--- config.mk ---
export PLATFORM = sky130hd
export DESIGN_NAME = linear_interp_resampler
export DESIGN_NICKNAME = d
export VERILOG_FILES = /design/src/rtl/lir_pkg.sv /design/src/rtl/lir_queue.sv /design/src/rtl/lir_front.sv /design/src/rtl/lir_back.sv /design/src/rtl/linear_interp_resampler.sv
export SDC_FILE = /design/constraint.sdc
export NUM_CORES = 2
export LEC_CHECK = 0
export ABC_AREA = 1
export BUFFER_PORTS_ARGS = -buffer_cell sky130_fd_sc_hd__buf_2
export CORE_AREA = 2 2 254 256
export CTS_CLUSTER_DIAMETER = 150
export DETAILED_ROUTE_END_ITERATION = 6
export DIE_AREA = 0 0 256 258
export PLACE_DENSITY = 0.71
export SYNTH_ARGS = -nofsm -noshare
export SYNTH_HDL_FRONTEND = slang
export SYNTH_HIERARCHICAL = 1
export SYNTH_SLANG_ARGS = --single-unit
--- constraint.sdc ---
create_clock -name clk -period 19.35 [get_ports clk]
set_clock_uncertainty 0.2 [all_clocks]
set_input_delay 3.87 -clock clk [delete_from_list [all_inputs] [get_ports clk]]
set_output_delay 3.87 -clock clk [all_outputs]
set_load 0.005 [all_outputs]
--- src/rtl/lir_pkg.sv ---
// Shared types and constants of the linear interpolation resampler.
package lir_pkg;

    localparam int STEP_BITS = 21;
    localparam int FRAC_BITS = 16;
    localparam logic [STEP_BITS-1:0] STEP_RESET = STEP_BITS'(1) << FRAC_BITS;
    localparam int QUEUE_DEPTH = 4;

    typedef struct packed {
        logic span_final;
        logic has_tail;
        logic eos_item;
    } lir_flags_t;

endpackage

--- src/rtl/lir_queue.sv ---
// Small span queue between the front and back parts.
module lir_queue
    import lir_pkg::*;
#(
    parameter int WIDTH = 51
)
(
    input  logic             clk,
    input  logic             rst_n,
    input  logic             push,
    input  logic [WIDTH-1:0] push_data,
    output logic             full,
    input  logic             pop,
    output logic             head_valid,
    output logic [WIDTH-1:0] head_data
);

    localparam int PTR_W = $clog2(QUEUE_DEPTH);
    localparam int CNT_W = $clog2(QUEUE_DEPTH + 1);

    logic [WIDTH-1:0] store_reg [QUEUE_DEPTH];
    logic [PTR_W-1:0] wr_ptr_reg;
    logic [PTR_W-1:0] wr_ptr_next;
    logic [PTR_W-1:0] rd_ptr_reg;
    logic [PTR_W-1:0] rd_ptr_next;
    logic [CNT_W-1:0] count_reg;
    logic [CNT_W-1:0] count_next;
    logic             do_push;
    logic             do_pop;

    assign full       = (count_reg == CNT_W'(QUEUE_DEPTH));
    assign head_valid = (count_reg != '0);
    assign head_data  = store_reg[rd_ptr_reg];
    assign do_push    = push && !full;
    assign do_pop     = pop && head_valid;

    always_comb
    begin
        wr_ptr_next = do_push ? wr_ptr_reg + PTR_W'(1) : wr_ptr_reg;
        rd_ptr_next = do_pop ? rd_ptr_reg + PTR_W'(1) : rd_ptr_reg;
        count_next  = count_reg;
        if (do_push && !do_pop)
        begin
            count_next = count_reg + CNT_W'(1);
        end
        else if (do_pop && !do_push)
        begin
            count_next = count_reg - CNT_W'(1);
        end
    end

    always_ff @(posedge clk or negedge rst_n)
    begin
        if (!rst_n)
        begin
            wr_ptr_reg <= '0;
            rd_ptr_reg <= '0;
            count_reg  <= '0;
        end
        else
        begin
            wr_ptr_reg <= wr_ptr_next;
            rd_ptr_reg <= rd_ptr_next;
            count_reg  <= count_next;
        end
    end

    always_ff @(posedge clk)
    begin
        if (do_push)
        begin
            store_reg[wr_ptr_reg] <= push_data;
        end
    end

endmodule

--- src/rtl/lir_front.sv ---
// Front part: takes input items and turns them into span jobs.
module lir_front
    import lir_pkg::*;
#(
    parameter int SAMPLE_BITS = 24
)
(
    input  logic                   clk,
    input  logic                   rst_n,
    input  logic                   in_valid,
    output logic                   in_ready,
    input  logic [SAMPLE_BITS-1:0] in_sample,
    input  logic                   last_sample,
    output logic                   push,
    output logic [SAMPLE_BITS-1:0] push_a,
    output logic [SAMPLE_BITS-1:0] push_b,
    output lir_flags_t             push_flags,
    input  logic                   queue_full
);

    logic                   have_prev_reg;
    logic                   have_prev_next;
    logic [SAMPLE_BITS-1:0] prev_reg;
    logic [SAMPLE_BITS-1:0] prev_next;
    logic                   tail_pend_reg;
    logic                   tail_pend_next;
    logic [SAMPLE_BITS-1:0] tail_smp_reg;
    logic [SAMPLE_BITS-1:0] tail_smp_next;
    logic                   accept;

    assign in_ready = !tail_pend_reg && !queue_full;
    assign accept   = in_valid && in_ready;

    always_comb
    begin
        have_prev_next = have_prev_reg;
        prev_next      = prev_reg;
        tail_pend_next = tail_pend_reg;
        tail_smp_next  = tail_smp_reg;
        push           = 1'b0;
        push_a         = prev_reg;
        push_b         = in_sample;
        push_flags     = '{span_final: !last_sample, has_tail: last_sample,
                           eos_item: last_sample};
        if (tail_pend_reg)
        begin
            // hold sample of the final span
            push_a         = tail_smp_reg;
            push_b         = tail_smp_reg;
            push_flags     = '{span_final: 1'b1, has_tail: 1'b0, eos_item: 1'b1};
            push           = !queue_full;
            tail_pend_next = queue_full;
        end
        else if (accept)
        begin
            push = have_prev_reg;
            if (last_sample)
            begin
                tail_pend_next = 1'b1;
                tail_smp_next  = in_sample;
                have_prev_next = 1'b0;
                prev_next      = '0;
            end
            else
            begin
                have_prev_next = 1'b1;
                prev_next      = in_sample;
            end
        end
    end

    always_ff @(posedge clk or negedge rst_n)
    begin
        if (!rst_n)
        begin
            have_prev_reg <= 1'b0;
            prev_reg      <= '0;
            tail_pend_reg <= 1'b0;
        end
        else
        begin
            have_prev_reg <= have_prev_next;
            prev_reg      <= prev_next;
            tail_pend_reg <= tail_pend_next;
        end
    end

    always_ff @(posedge clk)
    begin
        tail_smp_reg <= tail_smp_next;
    end

endmodule

--- src/rtl/lir_back.sv ---
// Back part: phase accumulator, interpolation pipeline and output register.
module lir_back
    import lir_pkg::*;
#(
    parameter int SAMPLE_BITS  = 24,
    parameter int MAX_UPSAMPLE = 8
)
(
    input  logic                   clk,
    input  logic                   rst_n,
    input  logic [STEP_BITS-1:0]   phase_step,
    input  logic                   job_valid,
    input  logic [SAMPLE_BITS-1:0] job_a,
    input  logic [SAMPLE_BITS-1:0] job_b,
    input  lir_flags_t             job_flags,
    output logic                   job_pop,
    output logic                   out_valid,
    input  logic                   out_ready,
    output logic [SAMPLE_BITS-1:0] out_sample,
    output logic                   last_of_run,
    output logic                   end_of_stream
);

    localparam int PH_W   = (STEP_BITS > FRAC_BITS) ? STEP_BITS : FRAC_BITS;
    localparam int SUM_W  = ((STEP_BITS > FRAC_BITS + 1) ? STEP_BITS : FRAC_BITS + 1) + 1;
    localparam int CNT_W  = $clog2(MAX_UPSAMPLE + 1);
    localparam int PROD_W = SAMPLE_BITS + FRAC_BITS + 2;
    localparam logic [SUM_W-1:0] ONE = SUM_W'(1) << FRAC_BITS;
    localparam logic [SUM_W-1:0] TWO = SUM_W'(1) << (FRAC_BITS + 1);
    localparam logic [SUM_W-1:0] MIN_STEP =
        SUM_W'(((1 << FRAC_BITS) + MAX_UPSAMPLE - 1) / MAX_UPSAMPLE);
    localparam logic [PROD_W-1:0] HALF = PROD_W'(1) << (FRAC_BITS - 1);

    logic [PH_W-1:0]               phase_reg;
    logic [PH_W-1:0]               phase_next;
    logic [CNT_W-1:0]              count_reg;
    logic [CNT_W-1:0]              count_next;
    logic                          s1_valid_reg;
    logic                          s1_valid_next;
    logic signed [PROD_W-1:0]      s1_prod_reg;
    logic [SAMPLE_BITS-1:0]        s1_a_reg;
    logic                          s1_lor_reg;
    logic                          s1_eos_reg;
    logic                          out_valid_reg;
    logic                          out_valid_next;
    logic [SAMPLE_BITS-1:0]        out_sample_reg;
    logic                          lor_reg;
    logic                          eos_reg;

    logic [SUM_W-1:0]              phase_ext;
    logic [SUM_W-1:0]              step_raw;
    logic [SUM_W-1:0]              step_eff;
    logic [SUM_W-1:0]              nxt;
    logic                          in_span;
    logic                          span_end;
    logic                          run_last;
    logic                          s1_load;
    logic                          s2_load;
    logic                          issue;
    logic                          skip;
    logic                          stream_done;
    logic signed [SAMPLE_BITS:0]   diff;
    logic signed [FRAC_BITS:0]     frac_s;
    logic signed [PROD_W-1:0]      prod;
    logic signed [PROD_W-1:0]      rnd;
    logic signed [PROD_W-1:0]      quot;
    logic [SAMPLE_BITS-1:0]        out_sample_next;

    assign phase_ext   = SUM_W'(phase_reg);
    assign step_raw    = SUM_W'(phase_step);
    assign step_eff    = (step_raw < MIN_STEP) ? MIN_STEP : step_raw;
    assign nxt         = phase_ext + step_eff;
    assign in_span     = (phase_ext < ONE);
    assign span_end    = (nxt >= ONE) || (count_reg == CNT_W'(MAX_UPSAMPLE - 1));
    // the final span of a marked item is empty when the next phase passes two periods
    assign run_last    = span_end && (job_flags.span_final ||
                                      (job_flags.has_tail && (nxt >= TWO)));
    assign stream_done = job_flags.span_final && job_flags.eos_item;

    assign s2_load = !out_valid_reg || out_ready;
    assign s1_load = !s1_valid_reg || s2_load;
    assign issue   = job_valid && in_span && s1_load;
    assign skip    = job_valid && !in_span;
    assign job_pop = skip || (issue && span_end);

    assign diff   = $signed({job_b[SAMPLE_BITS-1], job_b}) - $signed({job_a[SAMPLE_BITS-1], job_a});
    assign frac_s = $signed({1'b0, phase_reg[FRAC_BITS-1:0]});
    assign prod   = diff * frac_s;

    assign rnd             = s1_prod_reg + $signed(HALF);
    assign quot            = rnd >>> FRAC_BITS;
    assign out_sample_next = s1_a_reg + quot[SAMPLE_BITS-1:0];

    always_comb
    begin
        phase_next = phase_reg;
        count_next = count_reg;
        if (skip)
        begin
            phase_next = PH_W'(phase_ext - ONE);
            count_next = '0;
            if (stream_done)
            begin
                phase_next = '0;
            end
        end
        else if (issue)
        begin
            if (span_end)
            begin
                count_next = '0;
                phase_next = (nxt >= ONE) ? PH_W'(nxt - ONE) : '0;
                if (stream_done)
                begin
                    phase_next = '0;
                end
            end
            else
            begin
                count_next = count_reg + CNT_W'(1);
                phase_next = PH_W'(nxt);
            end
        end
    end

    always_comb
    begin
        s1_valid_next  = s1_load ? issue : s1_valid_reg;
        out_valid_next = s2_load ? s1_valid_reg : out_valid_reg;
    end

    always_ff @(posedge clk or negedge rst_n)
    begin
        if (!rst_n)
        begin
            phase_reg     <= '0;
            count_reg     <= '0;
            s1_valid_reg  <= 1'b0;
            out_valid_reg <= 1'b0;
        end
        else
        begin
            phase_reg     <= phase_next;
            count_reg     <= count_next;
            s1_valid_reg  <= s1_valid_next;
            out_valid_reg <= out_valid_next;
        end
    end

    always_ff @(posedge clk)
    begin
        if (s1_load)
        begin
            s1_prod_reg <= prod;
            s1_a_reg    <= job_a;
            s1_lor_reg  <= run_last;
            s1_eos_reg  <= run_last && job_flags.eos_item;
        end
        if (s2_load)
        begin
            out_sample_reg <= out_sample_next;
            lor_reg        <= s1_lor_reg;
            eos_reg        <= s1_eos_reg;
        end
    end

    assign out_valid     = out_valid_reg;
    assign out_sample    = out_sample_reg;
    assign last_of_run   = lor_reg;
    assign end_of_stream = eos_reg;

endmodule

--- src/rtl/linear_interp_resampler.sv ---
// Linear interpolation resampler top level.
// One channel of signed samples in, linearly interpolated samples out at the rate
// set by cfg_data (source over target rate, FRAC_BITS fraction bits, reset 1.0).
// The front accepts an item whenever the four-entry span queue has room; an item
// marked last holds off the next item until its tail span is queued. The back's
// phase accumulator produces one result per cycle while the output side takes
// them. It steps once per result and once for each span that holds no output
// position; a span gives up to MAX_UPSAMPLE results, and an item marked last also
// has a tail span with its own results. Each result passes a multiply stage, then
// is rounded into the output register. Write cfg_data only while the block is idle.
module linear_interp_resampler
    import lir_pkg::*;
#(
    parameter int SAMPLE_BITS  = 24,
    parameter int MAX_UPSAMPLE = 8
)
(
    input  logic                   clk,
    input  logic                   rst_n,
    input  logic                   cfg_valid,
    output logic                   cfg_ready,
    input  logic [STEP_BITS-1:0]   cfg_data,
    input  logic                   in_valid,
    output logic                   in_ready,
    input  logic [SAMPLE_BITS-1:0] in_sample,
    input  logic                   last_sample,
    output logic                   out_valid,
    input  logic                   out_ready,
    output logic [SAMPLE_BITS-1:0] out_sample,
    output logic                   last_of_run,
    output logic                   end_of_stream
);

    localparam int FLAG_W = $bits(lir_flags_t);
    localparam int JOB_W  = 2 * SAMPLE_BITS + FLAG_W;

    logic [STEP_BITS-1:0]   phase_step_reg;
    logic [STEP_BITS-1:0]   phase_step_next;
    logic                   push;
    logic [SAMPLE_BITS-1:0] push_a;
    logic [SAMPLE_BITS-1:0] push_b;
    lir_flags_t             push_flags;
    logic                   queue_full;
    logic                   job_valid;
    logic [JOB_W-1:0]       job_data;
    logic                   job_pop;
    logic [SAMPLE_BITS-1:0] job_a;
    logic [SAMPLE_BITS-1:0] job_b;
    lir_flags_t             job_flags;

    assign cfg_ready       = 1'b1;
    assign phase_step_next = (cfg_valid && cfg_ready) ? cfg_data : phase_step_reg;

    always_ff @(posedge clk or negedge rst_n)
    begin
        if (!rst_n)
        begin
            phase_step_reg <= STEP_RESET;
        end
        else
        begin
            phase_step_reg <= phase_step_next;
        end
    end

    lir_front #(
        .SAMPLE_BITS (SAMPLE_BITS)
    ) u_front (
        .clk         (clk),
        .rst_n       (rst_n),
        .in_valid    (in_valid),
        .in_ready    (in_ready),
        .in_sample   (in_sample),
        .last_sample (last_sample),
        .push        (push),
        .push_a      (push_a),
        .push_b      (push_b),
        .push_flags  (push_flags),
        .queue_full  (queue_full)
    );

    lir_queue #(
        .WIDTH (JOB_W)
    ) u_queue (
        .clk        (clk),
        .rst_n      (rst_n),
        .push       (push),
        .push_data  ({push_flags, push_a, push_b}),
        .full       (queue_full),
        .pop        (job_pop),
        .head_valid (job_valid),
        .head_data  (job_data)
    );

    assign job_flags = lir_flags_t'(job_data[JOB_W-1 -: FLAG_W]);
    assign job_a     = job_data[2*SAMPLE_BITS-1 -: SAMPLE_BITS];
    assign job_b     = job_data[SAMPLE_BITS-1:0];

    lir_back #(
        .SAMPLE_BITS  (SAMPLE_BITS),
        .MAX_UPSAMPLE (MAX_UPSAMPLE)
    ) u_back (
        .clk           (clk),
        .rst_n         (rst_n),
        .phase_step    (phase_step_reg),
        .job_valid     (job_valid),
        .job_a         (job_a),
        .job_b         (job_b),
        .job_flags     (job_flags),
        .job_pop       (job_pop),
        .out_valid     (out_valid),
        .out_ready     (out_ready),
        .out_sample    (out_sample),
        .last_of_run   (last_of_run),
        .end_of_stream (end_of_stream)
    );

endmodule

Word-level counts from Yosys, hierarchy flattened --
Memory sizes are Yosys's and may differ from the RTL's. Index checks and enable logic that the tools add are counted.
Cells by class: add/subtract/negate cells 11, $mul 1, magnitude comparators 4, equality and inequality tests 2, muxes and demuxes 24, bitwise operators 1, reduce and logical (&&, ||, !) cells 32
Operators by type and width (count):
- $mux W21 | 7
- $mux W24 | 3
- $sub A21 B17 Y21 const B | 2
- $add A40 B17 Y40 const B | 1
- $mul A25 B17 Y40 | 1
- $sub A24 B24 Y25 | 1
- $add A24 B24 Y24 | 1
- $add A21 B21 Y22 | 1
- $ge A22 B17 Y1 const B | 1
- $ge A22 B18 Y1 const B | 1
- $lt A21 B14 Y1 const B | 1
- $lt A21 B17 Y1 const B | 1
- $logic_and A1 B1 Y1 | 14
- $mux W4 | 3
- $mux W3 | 3
- $logic_not A1 Y1 | 8
- $mux W1 | 8
- $logic_or A1 B1 Y1 | 5
- $add A2 B1 Y2 const B | 2
- $add A4 B1 Y4 const B | 1
- $eq A4 B3 Y1 const B | 1
- $reduce_bool A2 Y1 | 2
- $add A3 B1 Y3 const B | 1
- $eq A3 B3 Y1 const B | 1
- other kinds (5) | 5
Storage, ports and cells: flip-flop bits (word level) 197, bits in writable memories 204, bits of input ports 51, logic and storage cells 95, memories kept 1
Memory list:
- u_queue.store_reg | depth 4, width 51, rd ports 1, clocked after Yosys merged registers in 0, wr ports 1, line lir_queue.sv:21 | logic [WIDTH-1:0] store_reg [QUEUE_DEPTH];

Longest topological paths before layout --
depth after elaboration 11, gate-level depth with buffers 48, mapped depth without buffers 46

By module --
The synthesis kept the hierarchy.
Modules (own cells, without submodules):
- lir_back | times used 1, cells an instance 2791, area an instance 22467.8 um^2
- lir_queue | times used 1, cells an instance 655, area an instance 8866.0 um^2
- lir_front | times used 1, cells an instance 300, area an instance 2441.1 um^2
- linear_interp_resampler | times used 1, cells an instance 91, area an instance 815.8 um^2

Worst setup path after synthesis --
Ideal clock, no wire load.
path kind register to register, from reg u_queue.rd_ptr_reg[0], to reg u_back.s1_prod_reg[39], data pin, setup time 258 ps, arrival time 7701 ps, required time 18892 ps, slack 11191 ps, stages on the path, launching flop included 45, path buffers 4, path through dfrtp_1 inv_2 buf_6 buf_6 o211ai_2 nand2_1 ha_1 inv_1 fa_1 nand2_1 nand2_1 a21oi_2 o21ai_2 nand2_1 nand2_1 nand2_1 nand2_2 nand2_1 [9 not listed] fa_1 buf_2 inv_1 fa_1 fa_1 fa_1 fa_1 inv_1 ha_1 nand2_1 nor2_1 nand2_1 nor2_1 nand2_1 nor2_1 nor2_1 nand3_1 nand2_1
On the way: longest elaborated chain between the ends 3
Ends and longest elaborated chain:
- start, declared | line lir_queue.sv:24 | logic [PTR_W-1:0] rd_ptr_reg;
- start signal, assigned | line lir_queue.sv:63 | rd_ptr_reg <= rd_ptr_next;
- $mem_v2 Z4 W51
- via job_data[24] | line linear_interp_resampler.sv:45 | logic [JOB_W-1:0] job_data;
- $sub A24 B24 Y25 | line lir_back.sv:86 | assign diff = $signed({job_b[SAMPLE_BITS-1], job_b}) - $signed({job_a[SAMPLE_BITS-1], job_a});
- $mul A25 B17 Y40 | line lir_back.sv:88 | assign prod = diff * frac_s;
- via u_back.prod[39] | line lir_back.sv:64 | logic signed [PROD_W-1:0] prod;
- end signal, assigned | line lir_back.sv:154 | s1_prod_reg <= prod;
- end, declared | line lir_back.sv:40 | logic signed [PROD_W-1:0] s1_prod_reg;
The timed path passes the listed nets, and every way through them passes these cells. A chain may end at the register's enable or synchronous reset.

Worst setup path after layout --
from reg u_queue.rd_ptr_reg[0], to reg u_back.s1_prod_reg[38], data pin
The elaborated chain is that of the path after synthesis.

==> reports/results.txt <==
outcome: completed
Initial Util: 54.35%
Slew HR: 19.22%
# setup viols final: 0
Die X: 256 um
unrepaired setup endpoints after global routing: no
asr flop ratio synth: 20.98%
gr ovfl total: 0
Yosys top cell by area: edfxtp_1
Via density: 5.348
Resized cells post-CTS: 0
Pre-antenna DRT Iters: 5
Final Util: 58.22%
Worst-path clk slew: 0.06 ns
clk sinks: 386
slew at the pin with the worst max-slew slack: 1.212 ns
Root Buffer: clkbuf_16
clock buffer depth: 3
CTS tree: yes
final worst-path cycle share: 56.68%
max reg flops: 204
Min Hold Slack: 0.2232 ns
Seq/Total Area, Yosys: 32.34%
met3 routed WL: 7.128 mm
worst slack, placed: 8.539 ns
final setup TNS: 0 ns
Main synth FF type: edfxtp_1
number of antenna-violating nets in the routed design: 0
post-synthesis cell type count: 62
H-tree levels: 2
die height: 258 um
Post-CTS Hold Fix Bufs: 0
Synth Warn #: 6
area delta synth->final: 7.137%
cell count of the worst reg-to-reg path: 41
share of layout cells above drive strength 1: 10.03%
hold crit path type: flip-flop to flip-flop
critical path fanouts, max: 108
Synth area leaders: edfxtp_1, fa_1, nand2_1, inv_1, ha_1
WL/cell: 18.61 um
Final Max Tran Viols: 0
IO Pins: 80
# fillers: 5604
postcts setup bufs: 0
max layer used: met5
ant diodes: 0
die area: 66050 um^2
Crit path top cell by count: nand2_1
gr usage total: 27.23%
vias: 25420
final hold violations: 0
CORE AREA: 63650 um^2
Slowest-stage cell, CP: fa_1
Port Buf Inserts: 78
CTS buffer count: 43
Post-Syn Area: 34590 um^2
global-route wire length before repair: 140.9 mm
critical path class: flip-flop to flip-flop
largest net degree at the start of global routing: 109
DR WL met2: 40.84 mm
drt total wl: 88.45 mm
max cap viols: 0
hold path depth: 0
FMAX: 91.17 MHz
worst-skew pair later-pin latency: 0.60 ns
Post-Syn Area per Cell: 9.015 um^2
DR DRC count: 0
final setup margin: 8.382 ns
crit end category: flip-flop
slowest cell delay on critical path: 0.93 ns
Register Area: 11190 um^2
DPL Wire Length: 67.73 mm
met1 wire length: 37.47 mm
combined area of the multi-input logic cells: 19550 um^2
Req. time, crit path: 19.46 ns
vias in the first global route: 25780
Placer Congestion: 0.9472
crit path DAT: 11.07 ns
initial antenna violation count: 1
share of the synthesized area in the top cell type: 26.48%
EDFF count, synth: 305
syn nets: 4440
fin nets: 4466
min cycle time layout: 10.97 ns
# rows: 93
startpoint types: flip-flop
first-iteration detailed-routing DRC count: 1968
synthesized flop and latch total: 386
Post-Syn Instances: 3837
[synthesized netlist by cell type, drive strengths merged, types with 3 or more instances]
library cell and instances:
a21boi 7, a21o 6, a21oi 130, a31oi 7
and2 4, buf 67, clkbuf 51, clkinv 9
dfrtp 80, edfxtp 305, fa 376, ha 176
inv 852, nand2 823, nand3 170, nand3b 3
nand4 32, nor2 328, nor3 13, nor4 10
o211ai 105, o21a 5, o21ai 100, o21bai 8
o22ai 10, o31ai 5, or2 37, xnor2 38
xor2 72
[logic make-up after synthesis]
kind of cell               count (synthesis)  synth area share (%)
adders and majority gates                552                 28.13
DFF                                      386                 32.34
xor gates and xnor gates                 110                 2.959
other                                      1               0.01084
and+or+nand+nor                         1422                 17.49
buffers and inverters                    979                 11.28
AOI/OAI and AO/OA                        387                 7.791
[stage by stage]
stage	instance area [um^2]	cells
CTS	37060	4753
global route	37060	4753
floorplan	34590	3837
detailed placement	35590	4673
finish	37060	4753
global placement	35590	4673
[final cells by class]
type	count	area share, %
Inverter	861	8.734
Clock inverter	25	0.7732
Timing Repair Buffer	99	1.486
Sequential cell	386	30.19
Clock buffer	55	3.187
Multi-Input combinational cell	2472	52.74
Tap cell	855	2.887
[routing by layer]
layer / up-vias / global-route usage [%]
met5: - / 0
met4: 2 / 9.097
met3: 203 / 5.065
met2: 957 / 44.23
met1: 12290 / 37.13
li1: 11970 / -
[critical path: cells and delay by family, from the launching register on]
family / cells / cell delay (ns)
fa+ha+maj: 9 / 4.57
xor+xnor: 1 / 0.08
buf+inv: 10 / 2.31
flops: 1 / 0.43
simple gates: 18 / 2.51
compound gates: 3 / 0.43
[final timing paths]
kind	end	slack (ns)	startpoint
min in group asynchronous	phase_step_reg[11]	2.91	rst_n
max reg2reg	u_back/s1_prod_reg[38]	8.38	u_queue/rd_ptr_reg[0]
min	u_back/end_of_stream	0.22	u_back/s1_eos_reg
max in group asynchronous	u_queue/rd_ptr_reg[1]	14.79	rst_n
max	u_back/s1_prod_reg[38]	8.38	u_queue/rd_ptr_reg[0]
min reg2reg	u_back/end_of_stream	0.22	u_back/s1_eos_reg
[placed cells by master (no fill, tap or decap), types with 9 or more instances in the layout]
| cell type | netlist | layout |
|---|---|---|
| nand2_1 | 803 | 803 |
| inv_1 | 802 | 801 |
| fa_1 | 376 | 376 |
| nor2_1 | 310 | 306 |
| edfxtp_1 | 305 | 305 |
| ha_1 | 176 | 176 |
| nand3_1 | 162 | 162 |
| a21oi_1 | 127 | 127 |
| o21ai_0 | 92 | 92 |
| dfrtp_1 | 80 | 79 |
| buf_2 | 31 | 77 |
| xor2_1 | 68 | 66 |
| o211ai_2 | 60 | 60 |
| inv_2 | 50 | 50 |
| o211ai_1 | 45 | 45 |
| clkbuf_16 | 0 | 43 |
| xnor2_1 | 37 | 37 |
| or2_2 | 32 | 32 |
| nand4_1 | 30 | 30 |
| buf_4 | 8 | 22 |
| clkinv_1 | 9 | 13 |
| nor3_1 | 13 | 13 |
| nand2_2 | 13 | 13 |
| nor2_2 | 13 | 13 |
| clkinv_2 | 0 | 11 |
| o22ai_2 | 10 | 10 |
| nor4_1 | 9 | 9 |
Power is not shown: default switching activity piles up to over one toggle a cycle in this logic, so the estimate is an artifact.
